**config.mk**
```make
export PLATFORM = sky130hd
export DESIGN_NAME = date_time_add_seconds
export DESIGN_NICKNAME = d
export VERILOG_FILES = /design/src/rtl/core/dtas_pkg.sv /design/src/rtl/core/dtas_divider.sv /design/src/rtl/core/dtas_datapath.sv /design/src/rtl/core/dtas_ctrl.sv /design/src/rtl/core/date_time_add_seconds.sv
export VERILOG_INCLUDE_DIRS = /design/src /design/src/rtl/core
export SDC_FILE = /design/constraint.sdc
export NUM_CORES = 2
export LEC_CHECK = 0
export ABC_CLOCK_PERIOD_IN_PS = 11730
export BUFFER_PORTS_ARGS = -buffer_cell sky130_fd_sc_hd__buf_2
export CELL_PAD_IN_SITES_DETAIL_PLACEMENT = 0
export CELL_PAD_IN_SITES_GLOBAL_PLACEMENT = 1
export CORE_MARGIN = 4
export CORE_UTILIZATION = 52
export CTS_CLUSTER_DIAMETER = 120
export DETAILED_ROUTE_END_ITERATION = 7
export GPL_ROUTABILITY_DRIVEN = 0
export GPL_TIMING_DRIVEN = 1
export PLACE_DENSITY_LB_ADDON = 0.2
export SLEW_MARGIN = 20
export SYNTH_ARGS = -nofsm -noshare
export SYNTH_HDL_FRONTEND = slang
export SYNTH_SLANG_ARGS = --single-unit
```
**constraint.sdc**
```tcl
create_clock -name clock -period 11.73 [get_ports clock]
set_clock_uncertainty 0.1 [all_clocks]
set_input_delay 1.173 -clock clock [delete_from_list [all_inputs] [get_ports clock]]
set_output_delay 1.173 -clock clock [all_outputs]
set_load 0.005 [all_outputs]
```
**src/rtl/core/assert_macros.svh**
```systemverilog
// ----------------------------------------------------------------------------
// Assertion macros
// Implication checks that vanish when SYNTHESIS is defined.
// ----------------------------------------------------------------------------
`ifndef ASSERT_MACROS_SVH
`define ASSERT_MACROS_SVH
`ifndef SYNTHESIS
`define ASSERT_IMPLY(label, clk, rst, ante, cons) \
   label: assert property (@(posedge clk) disable iff (rst) (ante) |-> (cons)) \
      else $error("assertion failed");
`define ASSERT_NEXT(label, clk, rst, ante, cons) \
   label: assert property (@(posedge clk) disable iff (rst) (ante) |=> (cons)) \
      else $error("assertion failed");
`else
`define ASSERT_IMPLY(label, clk, rst, ante, cons)
`define ASSERT_NEXT(label, clk, rst, ante, cons)
`endif
`endif

```
**src/rtl/core/dtas_pkg.sv**
```systemverilog
// ----------------------------------------------------------------------------
// dtas_pkg
// Types, step codes and calendar tables for the date/time adder.
// ----------------------------------------------------------------------------
package dtas_pkg;

   typedef struct packed {
      logic [24:0]        date_code;
      logic [17:0]        time_code;
      logic signed [31:0] seconds_to_add;
   } req_type;

   typedef struct packed {
      logic [24:0] new_date_code;
      logic [17:0] new_time_code;
      logic [1:0]  status;
   } rsp_type;

   localparam logic [1:0] STATUS_OK      = 2'd0;
   localparam logic [1:0] STATUS_INVALID = 2'd1;
   localparam logic [1:0] STATUS_RANGE   = 2'd2;

   typedef enum logic [4:0] {
      S_DATE0, S_DATE1, S_TIME0, S_TIME1, S_LEAP, S_YADJ, S_SECS, S_ERA,
      S_D1460, S_D36524, S_YOE, S_Y100, S_MP, S_DAY, S_HOUR, S_MIN
   } step_type;

   typedef enum logic [1:0] {ST_IDLE, ST_ISSUE, ST_WAIT, ST_FIN} state_type;

   typedef enum logic [1:0] {DP_IDLE, DP_EST, DP_RES, DP_FIX} div_phase_type;

   typedef struct packed {
      logic     load;
      logic     issue;
      logic     latch;
      logic     finish;
      step_type step;
   } cmd_type;

   typedef struct packed {
      logic div_done;
      logic input_ok;
   } stat_type;

   // the seconds step divides the sum with its low seven bits stripped
   function automatic logic [17:0] step_divisor(step_type s);
      logic [17:0] k;
      case (s)
         S_SECS:   k = 18'd675;
         S_ERA:    k = 18'd146097;
         S_D1460:  k = 18'd1460;
         S_D36524: k = 18'd36524;
         S_YOE:    k = 18'd365;
         S_MP:     k = 18'd153;
         S_DAY:    k = 18'd5;
         S_HOUR:   k = 18'd3600;
         S_MIN:    k = 18'd60;
         default:  k = 18'd100;
      endcase
      return k;
   endfunction

   // floor(2^26 / divisor) for each step
   function automatic logic [23:0] step_recip(step_type s);
      logic [23:0] r;
      case (s)
         S_SECS:   r = 24'd99420;
         S_ERA:    r = 24'd459;
         S_D1460:  r = 24'd45964;
         S_D36524: r = 24'd1837;
         S_YOE:    r = 24'd183859;
         S_MP:     r = 24'd438620;
         S_DAY:    r = 24'd13421772;
         S_HOUR:   r = 24'd18641;
         S_MIN:    r = 24'd1118481;
         default:  r = 24'd671088;
      endcase
      return r;
   endfunction

   // days from March 1 to the first of the month
   function automatic logic [8:0] month_offset(logic [3:0] m);
      logic [8:0] v;
      case (m)
         4'd1:    v = 9'd306;
         4'd2:    v = 9'd337;
         4'd4:    v = 9'd31;
         4'd5:    v = 9'd61;
         4'd6:    v = 9'd92;
         4'd7:    v = 9'd122;
         4'd8:    v = 9'd153;
         4'd9:    v = 9'd184;
         4'd10:   v = 9'd214;
         4'd11:   v = 9'd245;
         4'd12:   v = 9'd275;
         4'd13:   v = 9'd306;
         4'd14:   v = 9'd337;
         4'd15:   v = 9'd367;
         default: v = 9'd0;
      endcase
      return v;
   endfunction

   function automatic logic [4:0] month_len(logic [3:0] m);
      logic [4:0] v;
      case (m)
         4'd2:                     v = 5'd29;
         4'd4, 4'd6, 4'd9, 4'd11:  v = 5'd30;
         default:                  v = 5'd31;
      endcase
      return v;
   endfunction

endpackage

```
**src/rtl/core/dtas_divider.sv**
```systemverilog
// ----------------------------------------------------------------------------
// dtas_divider
// Division by a constant: reciprocal estimate, residue, one correction.
// ----------------------------------------------------------------------------
module dtas_divider (
   input  logic        clock,
   input  logic        reset,
   input  logic        load,
   input  logic [25:0] dividend,
   input  logic [17:0] divisor,
   input  logic [23:0] recip,
   output logic [25:0] quotient,
   output logic [17:0] remainder,
   output logic        done
);
   import dtas_pkg::*;

   div_phase_type phase_ff, phase_in;
   logic [25:0]   x_ff, x_in;
   logic [17:0]   k_ff, k_in;
   logic [23:0]   rcp_ff, rcp_in;
   logic [25:0]   quot_ff, quot_in;
   logic [18:0]   res_ff, res_in;
   logic          done_ff, done_in;
   logic [49:0]   prod_est;
   logic [43:0]   prod_back;
   logic [25:0]   diff;

   // estimate is the true quotient or one below it
   assign prod_est  = {24'b0, x_ff} * {26'b0, rcp_ff};
   assign prod_back = {18'b0, quot_ff} * {26'b0, k_ff};
   assign diff      = x_ff - prod_back[25:0];

   always_comb begin
      phase_in = phase_ff;
      x_in     = x_ff;
      k_in     = k_ff;
      rcp_in   = rcp_ff;
      quot_in  = quot_ff;
      res_in   = res_ff;
      done_in  = 1'b0;
      if (load) begin
         x_in     = dividend;
         k_in     = divisor;
         rcp_in   = recip;
         phase_in = DP_EST;
      end else begin
         case (phase_ff)
            DP_IDLE: ;
            DP_EST: begin
               quot_in  = {2'b0, prod_est[49:26]};
               phase_in = DP_RES;
            end
            DP_RES: begin
               res_in   = diff[18:0];
               phase_in = DP_FIX;
            end
            DP_FIX: begin
               if (res_ff >= {1'b0, k_ff}) begin
                  quot_in = quot_ff + 26'd1;
                  res_in  = res_ff - {1'b0, k_ff};
               end
               done_in  = 1'b1;
               phase_in = DP_IDLE;
            end
            default: phase_in = DP_IDLE;
         endcase
      end
   end

   always_ff @(posedge clock) begin
      if (reset) begin
         phase_ff <= DP_IDLE;
         done_ff  <= 1'b0;
      end else begin
         phase_ff <= phase_in;
         done_ff  <= done_in;
      end
      x_ff    <= x_in;
      k_ff    <= k_in;
      rcp_ff  <= rcp_in;
      quot_ff <= quot_in;
      res_ff  <= res_in;
   end

   assign quotient  = quot_ff;
   assign remainder = res_ff[17:0];
   assign done      = done_ff;
endmodule

```
**src/rtl/core/dtas_datapath.sv**
```systemverilog
// ----------------------------------------------------------------------------
// dtas_datapath
// Field registers, divider operand selection and result packing.
// ----------------------------------------------------------------------------
module dtas_datapath (
   input  logic             clock,
   input  logic             reset,
   input  dtas_pkg::req_type req_data,
   input  dtas_pkg::cmd_type cmd,
   output dtas_pkg::stat_type stat,
   output logic             rsp_strobe,
   output dtas_pkg::rsp_type rsp_data
);
   import dtas_pkg::*;

   req_type            req_ff;
   logic [24:0]        t_ff;
   logic [6:0]         d_ff, m_ff, mi_ff, s_ff, ry_ff;
   logic [11:0]        y_ff;
   logic [4:0]         h_ff;
   logic [5:0]         cy_ff, ca_ff;
   logic signed [16:0] days_ff;
   logic [16:0]        rem_ff;
   logic [2:0]         era_ff;
   logic [17:0]        doe_ff;
   logic [6:0]         a_ff;
   logic [2:0]         b_ff;
   logic [8:0]         yoe_ff;
   logic [1:0]         yc_ff;
   logic [3:0]         mp_ff;
   logic [4:0]         dd_ff;
   logic [4:0]         nh_ff;
   logic [5:0]         nmi_ff, ns_ff;
   logic               strobe_ff;
   rsp_type            rsp_ff, rsp_in;

   logic [25:0] dividend, quo;
   logic [17:0] rmd;
   logic        div_done;
   logic        leap, date_ok, time_ok;
   logic [11:0] ya;
   logic [21:0] dn;
   logic signed [22:0] g;
   logic [16:0] tsec;
   logic signed [33:0] usum;
   logic [17:0] yoe_num, doy_w;
   logic [8:0]  doy;
   logic [3:0]  m2;
   logic [11:0] year;

   dtas_divider u_div (
      .clock(clock), .reset(reset), .load(cmd.issue), .dividend(dividend),
      .divisor(step_divisor(cmd.step)), .recip(step_recip(cmd.step)),
      .quotient(quo), .remainder(rmd), .done(div_done)
   );

   assign leap    = (y_ff[1:0] == 2'd0) && ((ry_ff != '0) || (cy_ff[1:0] == 2'd0));
   assign date_ok = (y_ff >= 12'd1900) && (y_ff <= 12'd2999) && (m_ff >= 7'd1)
                    && (m_ff <= 7'd12) && (d_ff >= 7'd1)
                    && (d_ff <= {2'b0, month_len(m_ff[3:0])})
                    && !((m_ff == 7'd2) && (d_ff == 7'd29) && !leap);
   assign time_ok = (h_ff <= 5'd23) && (mi_ff <= 7'd59) && (s_ff <= 7'd59);
   assign stat    = '{div_done: div_done, input_ok: date_ok && time_ok};

   assign ya   = y_ff - ((m_ff <= 7'd2) ? 12'd1 : 12'd0);
   assign dn   = 22'(ya) * 22'd365 + 22'(ya[11:2]) - 22'(ca_ff) + 22'(ca_ff[5:2])
               + 22'(month_offset(m_ff[3:0])) + 22'(d_ff) - 22'd1;
   assign g    = $signed({1'b0, dn}) + {{6{days_ff[16]}}, days_ff};
   assign tsec = 17'(h_ff) * 17'd3600 + 17'(mi_ff) * 17'd60 + 17'(s_ff);
   // bias by whole days so the floored split becomes an unsigned divide
   assign usum = $signed({17'b0, tsec})
               + $signed({{2{req_ff.seconds_to_add[31]}}, req_ff.seconds_to_add})
               + 34'sd2147558400;
   assign yoe_num = doe_ff - 18'(a_ff) + 18'(b_ff)
                  - ((doe_ff == 18'd146096) ? 18'd1 : 18'd0);
   assign doy_w = doe_ff - (18'(yoe_ff) * 18'd365 + 18'(yoe_ff[8:2]) - 18'(yc_ff));
   assign doy   = doy_w[8:0];
   assign m2    = (mp_ff < 4'd10) ? mp_ff + 4'd3 : mp_ff - 4'd9;
   assign year  = 12'(era_ff) * 12'd400 + 12'(yoe_ff) + ((m2 <= 4'd2) ? 12'd1 : 12'd0);

   always_comb begin
      case (cmd.step)
         S_DATE0:  dividend = {1'b0, req_ff.date_code};
         S_TIME0:  dividend = {8'b0, req_ff.time_code};
         S_DATE1:  dividend = {1'b0, t_ff};
         S_TIME1:  dividend = {1'b0, t_ff};
         S_LEAP:   dividend = {14'b0, y_ff};
         S_YADJ:   dividend = {14'b0, ya};
         // split off the low seven bits of 86400 = 675 * 128
         S_SECS:   dividend = usum[32:7];
         S_ERA:    dividend = {3'b0, g};
         S_D1460:  dividend = {8'b0, doe_ff};
         S_D36524: dividend = {8'b0, doe_ff};
         S_YOE:    dividend = {8'b0, yoe_num};
         S_Y100:   dividend = {17'b0, yoe_ff};
         S_MP:     dividend = 26'(doy) * 26'd5 + 26'd2;
         S_DAY:    dividend = 26'(mp_ff) * 26'd153 + 26'd2;
         S_HOUR:   dividend = {9'b0, rem_ff};
         S_MIN:    dividend = {1'b0, t_ff};
         default:  dividend = '0;
      endcase
   end

   always_comb begin
      rsp_in = '0;
      if (!stat.input_ok) begin
         rsp_in.status = STATUS_INVALID;
      end else if ((year < 12'd1900) || (year > 12'd2999)) begin
         rsp_in.status = STATUS_RANGE;
      end else begin
         rsp_in.new_date_code = 25'(year) * 25'd10000 + 25'(m2) * 25'd100 + 25'(dd_ff);
         rsp_in.new_time_code = 18'(nh_ff) * 18'd10000 + 18'(nmi_ff) * 18'd100
                              + 18'(ns_ff);
         rsp_in.status        = STATUS_OK;
      end
   end

   always_ff @(posedge clock) begin
      if (reset) begin
         strobe_ff <= 1'b0;
      end else begin
         strobe_ff <= cmd.finish;
      end
      if (cmd.load) req_ff <= req_data;
      if (cmd.finish) rsp_ff <= rsp_in;
      if (cmd.latch) begin
         case (cmd.step)
            S_DATE0:  begin d_ff <= rmd[6:0];  t_ff <= quo[24:0]; end
            S_DATE1:  begin m_ff <= rmd[6:0];  y_ff <= quo[11:0]; end
            S_TIME0:  begin s_ff <= rmd[6:0];  t_ff <= quo[24:0]; end
            S_TIME1:  begin mi_ff <= rmd[6:0]; h_ff <= quo[4:0];  end
            S_LEAP:   begin ry_ff <= rmd[6:0]; cy_ff <= quo[5:0]; end
            S_YADJ:   ca_ff <= quo[5:0];
            S_SECS:   begin
               rem_ff  <= {rmd[9:0], usum[6:0]};
               days_ff <= $signed({1'b0, quo[15:0]}) - 17'sd24856;
            end
            S_ERA:    begin era_ff <= quo[2:0]; doe_ff <= rmd; end
            S_D1460:  a_ff <= quo[6:0];
            S_D36524: b_ff <= quo[2:0];
            S_YOE:    yoe_ff <= quo[8:0];
            S_Y100:   yc_ff <= quo[1:0];
            S_MP:     mp_ff <= quo[3:0];
            S_DAY:    dd_ff <= 5'(doy - quo[8:0] + 9'd1);
            S_HOUR:   begin nh_ff <= quo[4:0]; t_ff <= {13'b0, rmd[11:0]}; end
            S_MIN:    begin nmi_ff <= quo[5:0]; ns_ff <= rmd[5:0]; end
            default:  ;
         endcase
      end
   end

   assign rsp_strobe = strobe_ff;
   assign rsp_data   = rsp_ff;
endmodule

```
**src/rtl/core/dtas_ctrl.sv**
```systemverilog
// ----------------------------------------------------------------------------
// dtas_ctrl
// Sequencer that walks the datapath through its division steps.
// ----------------------------------------------------------------------------
module dtas_ctrl (
   input  logic               clock,
   input  logic               reset,
   input  logic               start,
   input  dtas_pkg::stat_type stat,
   output dtas_pkg::cmd_type  cmd,
   output logic               busy
);
   import dtas_pkg::*;

   state_type state_ff, state_in;
   step_type  step_ff, step_in;

   always_ff @(posedge clock) begin
      if (reset) begin
         state_ff <= ST_IDLE;
         step_ff  <= S_DATE0;
      end else begin
         state_ff <= state_in;
         step_ff  <= step_in;
      end
   end

   always_comb begin
      state_in   = state_ff;
      step_in    = step_ff;
      cmd        = '0;
      cmd.step   = step_ff;
      case (state_ff)
         ST_IDLE: begin
            if (start) begin
               cmd.load = 1'b1;
               step_in  = S_DATE0;
               state_in = ST_ISSUE;
            end
         end
         ST_ISSUE: begin
            cmd.issue = 1'b1;
            state_in  = ST_WAIT;
         end
         ST_WAIT: begin
            if (stat.div_done) begin
               cmd.latch = 1'b1;
               // drop the rest of the work once the input proves bad
               if (((step_ff == S_YADJ) && !stat.input_ok) || (step_ff == S_MIN)) begin
                  state_in = ST_FIN;
               end else begin
                  step_in  = step_type'(step_ff + 5'd1);
                  state_in = ST_ISSUE;
               end
            end
         end
         ST_FIN: begin
            cmd.finish = 1'b1;
            state_in   = ST_IDLE;
         end
         default: state_in = ST_IDLE;
      endcase
   end

   assign busy = state_ff != ST_IDLE;
endmodule

```
**src/rtl/core/date_time_add_seconds.sv**
```systemverilog
// ----------------------------------------------------------------------------
// date_time_add_seconds
// Adds a signed number of seconds to a YYYYMMDD date and HHMMSS time.
// ----------------------------------------------------------------------------
// A request is taken when start is high and busy is low. The result appears
// on rsp_data for exactly one cycle with rsp_strobe high; the receiver cannot
// stall it, so capture it then. A valid request runs sixteen divisions by
// constants on one shared reciprocal-multiply divider, each in the steps
// operand load, estimate, residue, correction and result capture, and then
// the result is packed and registered. A request with a bad date or time
// finishes after six divisions. busy falls as the strobe rises, so the next
// request may be given in the strobe cycle.
module date_time_add_seconds (
   input  logic             clock,
   input  logic             reset,
   input  logic             start,
   output logic             busy,
   input  dtas_pkg::req_type req_data,
   output logic             rsp_strobe,
   output dtas_pkg::rsp_type rsp_data
);
   import dtas_pkg::*;
`include "assert_macros.svh"

   cmd_type  cmd;
   stat_type stat;
   logic     rsp_fail, rsp_zero;

   dtas_ctrl u_ctrl (
      .clock(clock), .reset(reset), .start(start), .stat(stat), .cmd(cmd), .busy(busy)
   );

   dtas_datapath u_dp (
      .clock(clock), .reset(reset), .req_data(req_data), .cmd(cmd), .stat(stat),
      .rsp_strobe(rsp_strobe), .rsp_data(rsp_data)
   );

   assign rsp_fail = rsp_strobe && (rsp_data.status != STATUS_OK);
   assign rsp_zero = (rsp_data.new_date_code == '0) && (rsp_data.new_time_code == '0);

   `ASSERT_IMPLY(a_strobe_idle, clock, reset, rsp_strobe, !busy)
   `ASSERT_NEXT(a_accept_busy, clock, reset, start && !busy, busy)
   `ASSERT_IMPLY(a_fail_zero, clock, reset, rsp_fail, rsp_zero)
   `ASSERT_IMPLY(a_status_code, clock, reset, rsp_strobe, rsp_data.status <= STATUS_RANGE)
endmodule

```
# ---- Yosys cells after proc, flatten, opt, wreduce, memory -nomap -nowiden
# Memories as Yosys holds them, arrays and structs flattened. A register that Yosys moved wholly into a read port is not among the register bits.
# Cells that the tools add are included.
dict set report op_classes {
  magnitude_cmp 15
  mul 13
  n_eq_ne 33
  n_mux 30
  bitwise 2
  addsub 35
  n_reduce_logical 58
}
# cell n
set op_table {}
lappend op_table {{$pmux W26 S13} 1}
lappend op_table {{$pmux W26 S2} 1}
lappend op_table {{$mul A26 B24 Y50} 1}
lappend op_table {{$pmux W25 S2} 1}
lappend op_table {{$eq A5 B4 Y1 const B} 8}
lappend op_table {{$pmux W19 S2} 1}
lappend op_table {{$reduce_and A2 Y1} 18}
lappend op_table {{$add A18 B32 Y33} 1}
lappend op_table {{$add A33 B33 Y33 const B} 1}
lappend op_table {{$add A12 B2 Y13 const B} 2}
lappend op_table {{$add A26 B1 Y26 const B} 1}
lappend op_table {{$mul A26 B18 Y19} 1}
lappend op_table {{$mux W26} 1}
lappend op_table {{$add A25 B11 Y25} 1}
lappend op_table {{$add A25 B5 Y25} 1}
lappend op_table {{$add A22 B23 Y23} 1}
lappend op_table {{$add A21 B10 Y22} 1}
lappend op_table {{$add A22 B4 Y22} 1}
lappend op_table {{$add A22 B7 Y22} 1}
lappend op_table {{$add A22 B9 Y22} 1}
lappend op_table {{$sub A22 B1 Y22 const B} 1}
lappend op_table {{$sub A22 B6 Y22} 1}
lappend op_table {{$mul A12 B10 Y21 const B} 1}
lappend op_table {{$mul A12 B9 Y21 const B} 1}
lappend op_table {{other kinds (79)} 137}
dict set report word_totals {
  input_bits 78
  word_cells 229
  memories 3
  mem_bits_ro 768
  ff_bits 431
  out_inout_bits 47
}
# memory words width rd rd_ports_with_merged_regs write_ports line
set mem_list {}
lappend mem_list {{(no name shown)} 16 23 1 1 0 dtas_pkg.sv:66} ;# case (s)
lappend mem_list {{(no name shown)} 16 16 1 1 0 dtas_pkg.sv:48} ;# case (s)
lappend mem_list {{(no name shown)} 16 9 1 1 0 dtas_pkg.sv:84} ;# case (m)

# ---- Longest topological paths before layout
dict set report depth {
  ltp_word 14
  depth_mapped 38
  depth_no_buf 38
}

# ---- Cells and area by module
# Synthesis repeated with hierarchy kept, for this count alone.
dict set report hier_totals {
  hier_cells 6216
  area_unflattened_um2 60710.7
}
# module instances cells_each seq_area_each_um2 area_per_inst_um2
set by_module_without_submodules {}
lappend by_module_without_submodules {dtas_divider 1 3299 3453.3 30828.3}
lappend by_module_without_submodules {dtas_datapath 1 2869 9419.0 29473.3}
lappend by_module_without_submodules {dtas_ctrl 1 48 140.1 409.1}

# ---- Worst setup path before layout
# Ideal clock, no wire load.
dict set report synth_path {
  kind {flip-flop to flip-flop}
  startpoint {register u_dp.m_ff[4]}
  endpoint {register u_dp.u_div.x_ff[20], data pin}
  t_required_ps 11359
  setup_time_ps 271
  setup_slack_ps 3023
  stages_incl_launch_ff 32
  t_arrival_ps 8335
  path_cell_list {edfxtp_1 > or3_1 > a2111oi_0 > ha_1 > ha_1 > inv_1 > or4_1 > xor2_1 > inv_1 > fa_1 > fa_1 > inv_1 > fa_1 > fa_1 > inv_1 > fa_1 > ha_1 > ha_1 > or2_2 > a21oi_1 > a211oi_1 > o31a_1 > a21oi_1 > xnor2_1 > ha_1 > a21o_1 > or3_1 > a211oi_1 > o31ai_1 > xor2_1 > a222oi_1 > o21ai_0}
}
dict set report synth_between {
  elab_chain_len 12
}
# item line
set synth_lines {}
lappend synth_lines {{start: declaration} dtas_datapath.sv:18} ;# logic [6:0] d_ff, m_ff, mi_ff, s_ff, ry_ff;
lappend synth_lines {{start signal: assignment} dtas_datapath.sv:129} ;# S_DATE1: begin m_ff <= rmd[6:0]; y_ff <= quo[11:0]; end
lappend synth_lines {{$le A7 B2 Y1 (*)} dtas_datapath.sv:65} ;# assign ya = y_ff - ((m_ff <= 7'd2) ? 12'd1 : 12'd0);
lappend synth_lines {{$mux W1 (*)} dtas_datapath.sv:65}
lappend synth_lines {{$sub A12 B12 Y12 (*)} dtas_datapath.sv:65}
lappend synth_lines {{$mul A12 B9 Y21} dtas_datapath.sv:66} ;# assign dn = 22'(ya) * 22'd365 + 22'(ya[11:2]) - 22'(ca_ff) + 22'(ca_ff[5:2])
lappend synth_lines {{$add A21 B10 Y22 (*)} dtas_datapath.sv:66}
lappend synth_lines {{$sub A22 B6 Y22 (*)} dtas_datapath.sv:66}
lappend synth_lines {{$add A22 B4 Y22 (*)} dtas_datapath.sv:66}
lappend synth_lines {{$add A22 B9 Y22 (*)} dtas_datapath.sv:67} ;# + 22'(month_offset(m_ff[3:0])) + 22'(d_ff) - 22'd1;
lappend synth_lines {{$add A22 B7 Y22 (*)} dtas_datapath.sv:67}
lappend synth_lines {{$sub A22 B1 Y22 (*)} dtas_datapath.sv:67}
lappend synth_lines {{$add A22 B23 Y23 (*)} dtas_datapath.sv:68} ;# assign g = $signed({1'b0, dn}) + {{6{days_ff[16]}}, days_ff};
lappend synth_lines {{$pmux W26 S13 (*)} dtas_datapath.sv:82} ;# case (cmd.step)
lappend synth_lines {{end signal: assignment} dtas_divider.sv:79} ;# x_ff <= x_in;
lappend synth_lines {{end: declaration} dtas_divider.sv:19} ;# logic [25:0] x_ff, x_in;
# Mark *: on every way between the ends. The rest lies on a longest branch, timed or not.
# A chain may end at the register's enable or synchronous reset.

# ---- Final worst setup path
# Same ends and word-level chain as after synthesis.

==> results.toml <==
[synth]
syn_inst = 5895
synth_ff_type = "edfxtp_1"
synth_cell_type_count = 89
synth_edf_count = 413
ys_warn_count = 0
synth.avg_cell_area_um2 = 9.90
async_reset_ff_frac = 0
ys_ff_latch = 433
ys_seq_area_frac = 0.219
syn_nets = 7566
syn_area_um2 = 58300

[worst_setup_path]
critPathMaxFanout = 5
cp.required_ns = 11.99
crit_slowest_cell = "fa_1"
critical_path_class = "reg2reg"
arrival_ns = 10.17
cp-start-kind = "flop"
end_kind = "flop"
cpPeakStageDelay_ns = 0.54

[route]
wl_met2_um = 69300
totalWireLength_um = 157000
detail-route-antenna-nets = 0
first_iter_violations = 3088
drt-pass1-iter-count = 8
vias = 41500
via_per_inst = 5.55
drc = 0
wl_per_cell_um = 21.0
wl_met3_um = 15100
routed.top_layer = "met5"
wl_met1_um = 67300

[timing]
min_period_over_period = 0.845
rsz0062_at_grt = "false"
hold_violations = 0
fmax_ghz = 0.101
setup_viol = 0
relSlewSlack = 0.207
finalSetupTns_ns = 0
max_slew.worst_pin.slew_ns = 1.19
min_period_ns = 9.91
finalMaxSlewViolations = 0

[grt]
grt_util_all_layers = 0.276
grt_overflow_total = 0
grt_first_pass_wirelength_um = 249000
grt_max_degree = 88
grt_pass1_vias = 43179
antenna_found_initial = 11

[die]
core-area_um2 = 111000
ios = 125
die_area_um2 = 118000
fp.dieW_um = 343
initial_utilization = 0.526
row_count = 122
die_h_um = 343

[job]
cap_violations = 0

[clock_network]
post_cts_resized = 0
cts-htree-levels = 2
cts-buffers-inserted = 50
cts.sinks = 433
cts_setup_buffers = 0
postCtsHoldBufs = 0
path_clk_slew_ns = 0.06
clockBufferDepth = 3
insertion_delay_ns = 0.64
cts_tree = "done"
cts_root_buffer = "clkbuf_16"

[hold_path]
min_path_type = "reg2reg"

[place]
dp.cells = 7375
dpl.hpwl_um = 123000
io_buffers = 124

[finish]
instances_no_fill = 7471
num-nets-final = 7610
area_growth_syn_to_layout_pct = 7.04
drive_gt1_frac = 0.0574

[status]
status = "completed"
## layer usage
| layer | vias up | global-route usage |
|---|---|---|
| met2 | 1580 | 0.429 |
| met4 | 6 | 0.0814 |
| met5 | - | 0 |
| met3 | 270 | 0.0656 |
| met1 | 20588 | 0.386 |
| li1 | 19056 | - |
## cells in the final DEF, fill, tap and decap left out, types with 50 or more instances in the layout
cell type	n
buf_4	75
nand3_1	63
a21o_1	70
xnor2_1	227
nor2_1	201
nand2_1	706
inv_1	1130
clkbuf_16	50
o21ai_0	136
and2_1	255
a21oi_1	198
xor2_1	107
fa_1	791
ha_1	801
edfxtp_1	413
buf_2	124
## critical path, delay by kind of cell (launching register included)
kind	cells	cell delay, ns
adder cells (fa/ha/maj)	10	3.81
flip-flops	1	0.35
XOR/XNOR	3	0.69
AND/OR/NAND/NOR	4	1.57
AO/OA/AOI/OAI	10	2.65
buffers and inverters	4	0.47
## cell usage after synthesis, types with 35 or more instances
| cell type | n | share of area |
|---|---|---|
| inv_1 | 1130 | 0.073 |
| a21o_1 | 70 | 0.0090 |
| nand2_1 | 706 | 0.045 |
| nor2b_1 | 35 | 0.0038 |
| nor2_1 | 206 | 0.013 |
| o21ai_0 | 136 | 0.012 |
| clkbuf_1 | 192 | 0.012 |
| and2_1 | 256 | 0.027 |
| a21oi_1 | 198 | 0.017 |
| xor2_1 | 107 | 0.016 |
| ha_1 | 802 | 0.17 |
| xnor2_1 | 227 | 0.034 |
| nand3_1 | 63 | 0.0054 |
| edfxtp_1 | 413 | 0.21 |
| fa_1 | 791 | 0.27 |
| nor3_1 | 49 | 0.0042 |
## per-stage QoR
| step | hold slack (ns) | cell area [um2] | util | worst slack [ns] |
|---|---|---|---|---|
| after floorplan | 0.324 | 58300 | - | 3.02 |
| after global placement | 0.350 | 60700 | 0.547 | 1.97 |
| after CTS | 0.364 | 62400 | 0.563 | 1.89 |
| after global routing | 0.380 | 62400 | 0.563 | 1.33 |
| after detailed placement | 0.346 | 60700 | 0.547 | 1.90 |
| final | 0.362 | 62500 | 0.563 | 1.82 |
## layout make-up
class | count | area [um2]
inverters | 1132 | 4250
clock buffers | 50 | 1250
repair buffers | 200 | 1210
fillers | 9905 | 48500
multi-input cells | 4122 | 40600
diodes | 4 | 10.0
clock inverters | 42 | 498
well taps | 1488 | 1860
flip-flops and latches | 433 | 12800
## path summary, 6_finish.rpt
check / depth (start not counted) / slack [ns] / from / end
setup / recovery: 31 / 1.82 / u_dp.m_ff[4] / u_dp.u_div.x_ff[20]
hold / removal: 0 / 0.36 / u_dp.u_div.res_ff[17] / u_dp.doe_ff[17]
setup reg to reg: 31 / 1.82 / u_dp.m_ff[4] / u_dp.u_div.x_ff[20]
hold reg to reg: 0 / 0.36 / u_dp.u_div.res_ff[17] / u_dp.doe_ff[17]
## cell families after synthesis
| family | share of synthesized area |
|---|---|
| adder cells (fa/ha/maj) | 0.443 |
| AND/OR/NAND/NOR | 0.120 |
| buffers and inverters | 0.0866 |
| AO/OA/AOI/OAI | 0.0775 |
| flip-flops | 0.219 |
| XOR/XNOR | 0.0501 |
| multiplexers | 0.00317 |
## flip-flops by register name, summed over array words and instances, names as in the netlist, 6 cells and up, named ones only
name                 flops
u_dp.a_ff                7
u_dp.ca_ff               6
u_dp.d_ff                7
u_dp.days_ff            17
u_dp.doe_ff             18
u_dp.m_ff                7
u_dp.mi_ff               7
u_dp.nmi_ff              6
u_dp.ns_ff               6
u_dp.rem_ff             17
u_dp.req_ff             75
u_dp.rsp_data           45
u_dp.ry_ff               7
u_dp.s_ff                7
u_dp.t_ff               25
u_dp.u_div.k_ff         14
u_dp.u_div.quotient     25
u_dp.u_div.rcp_ff       22
u_dp.u_div.res_ff       19
u_dp.u_div.x_ff         26
u_dp.y_ff               12
u_dp.yoe_ff              9
Power is not shown: default switching activity piles up to over one toggle a cycle in this logic, so the estimate is an artifact.
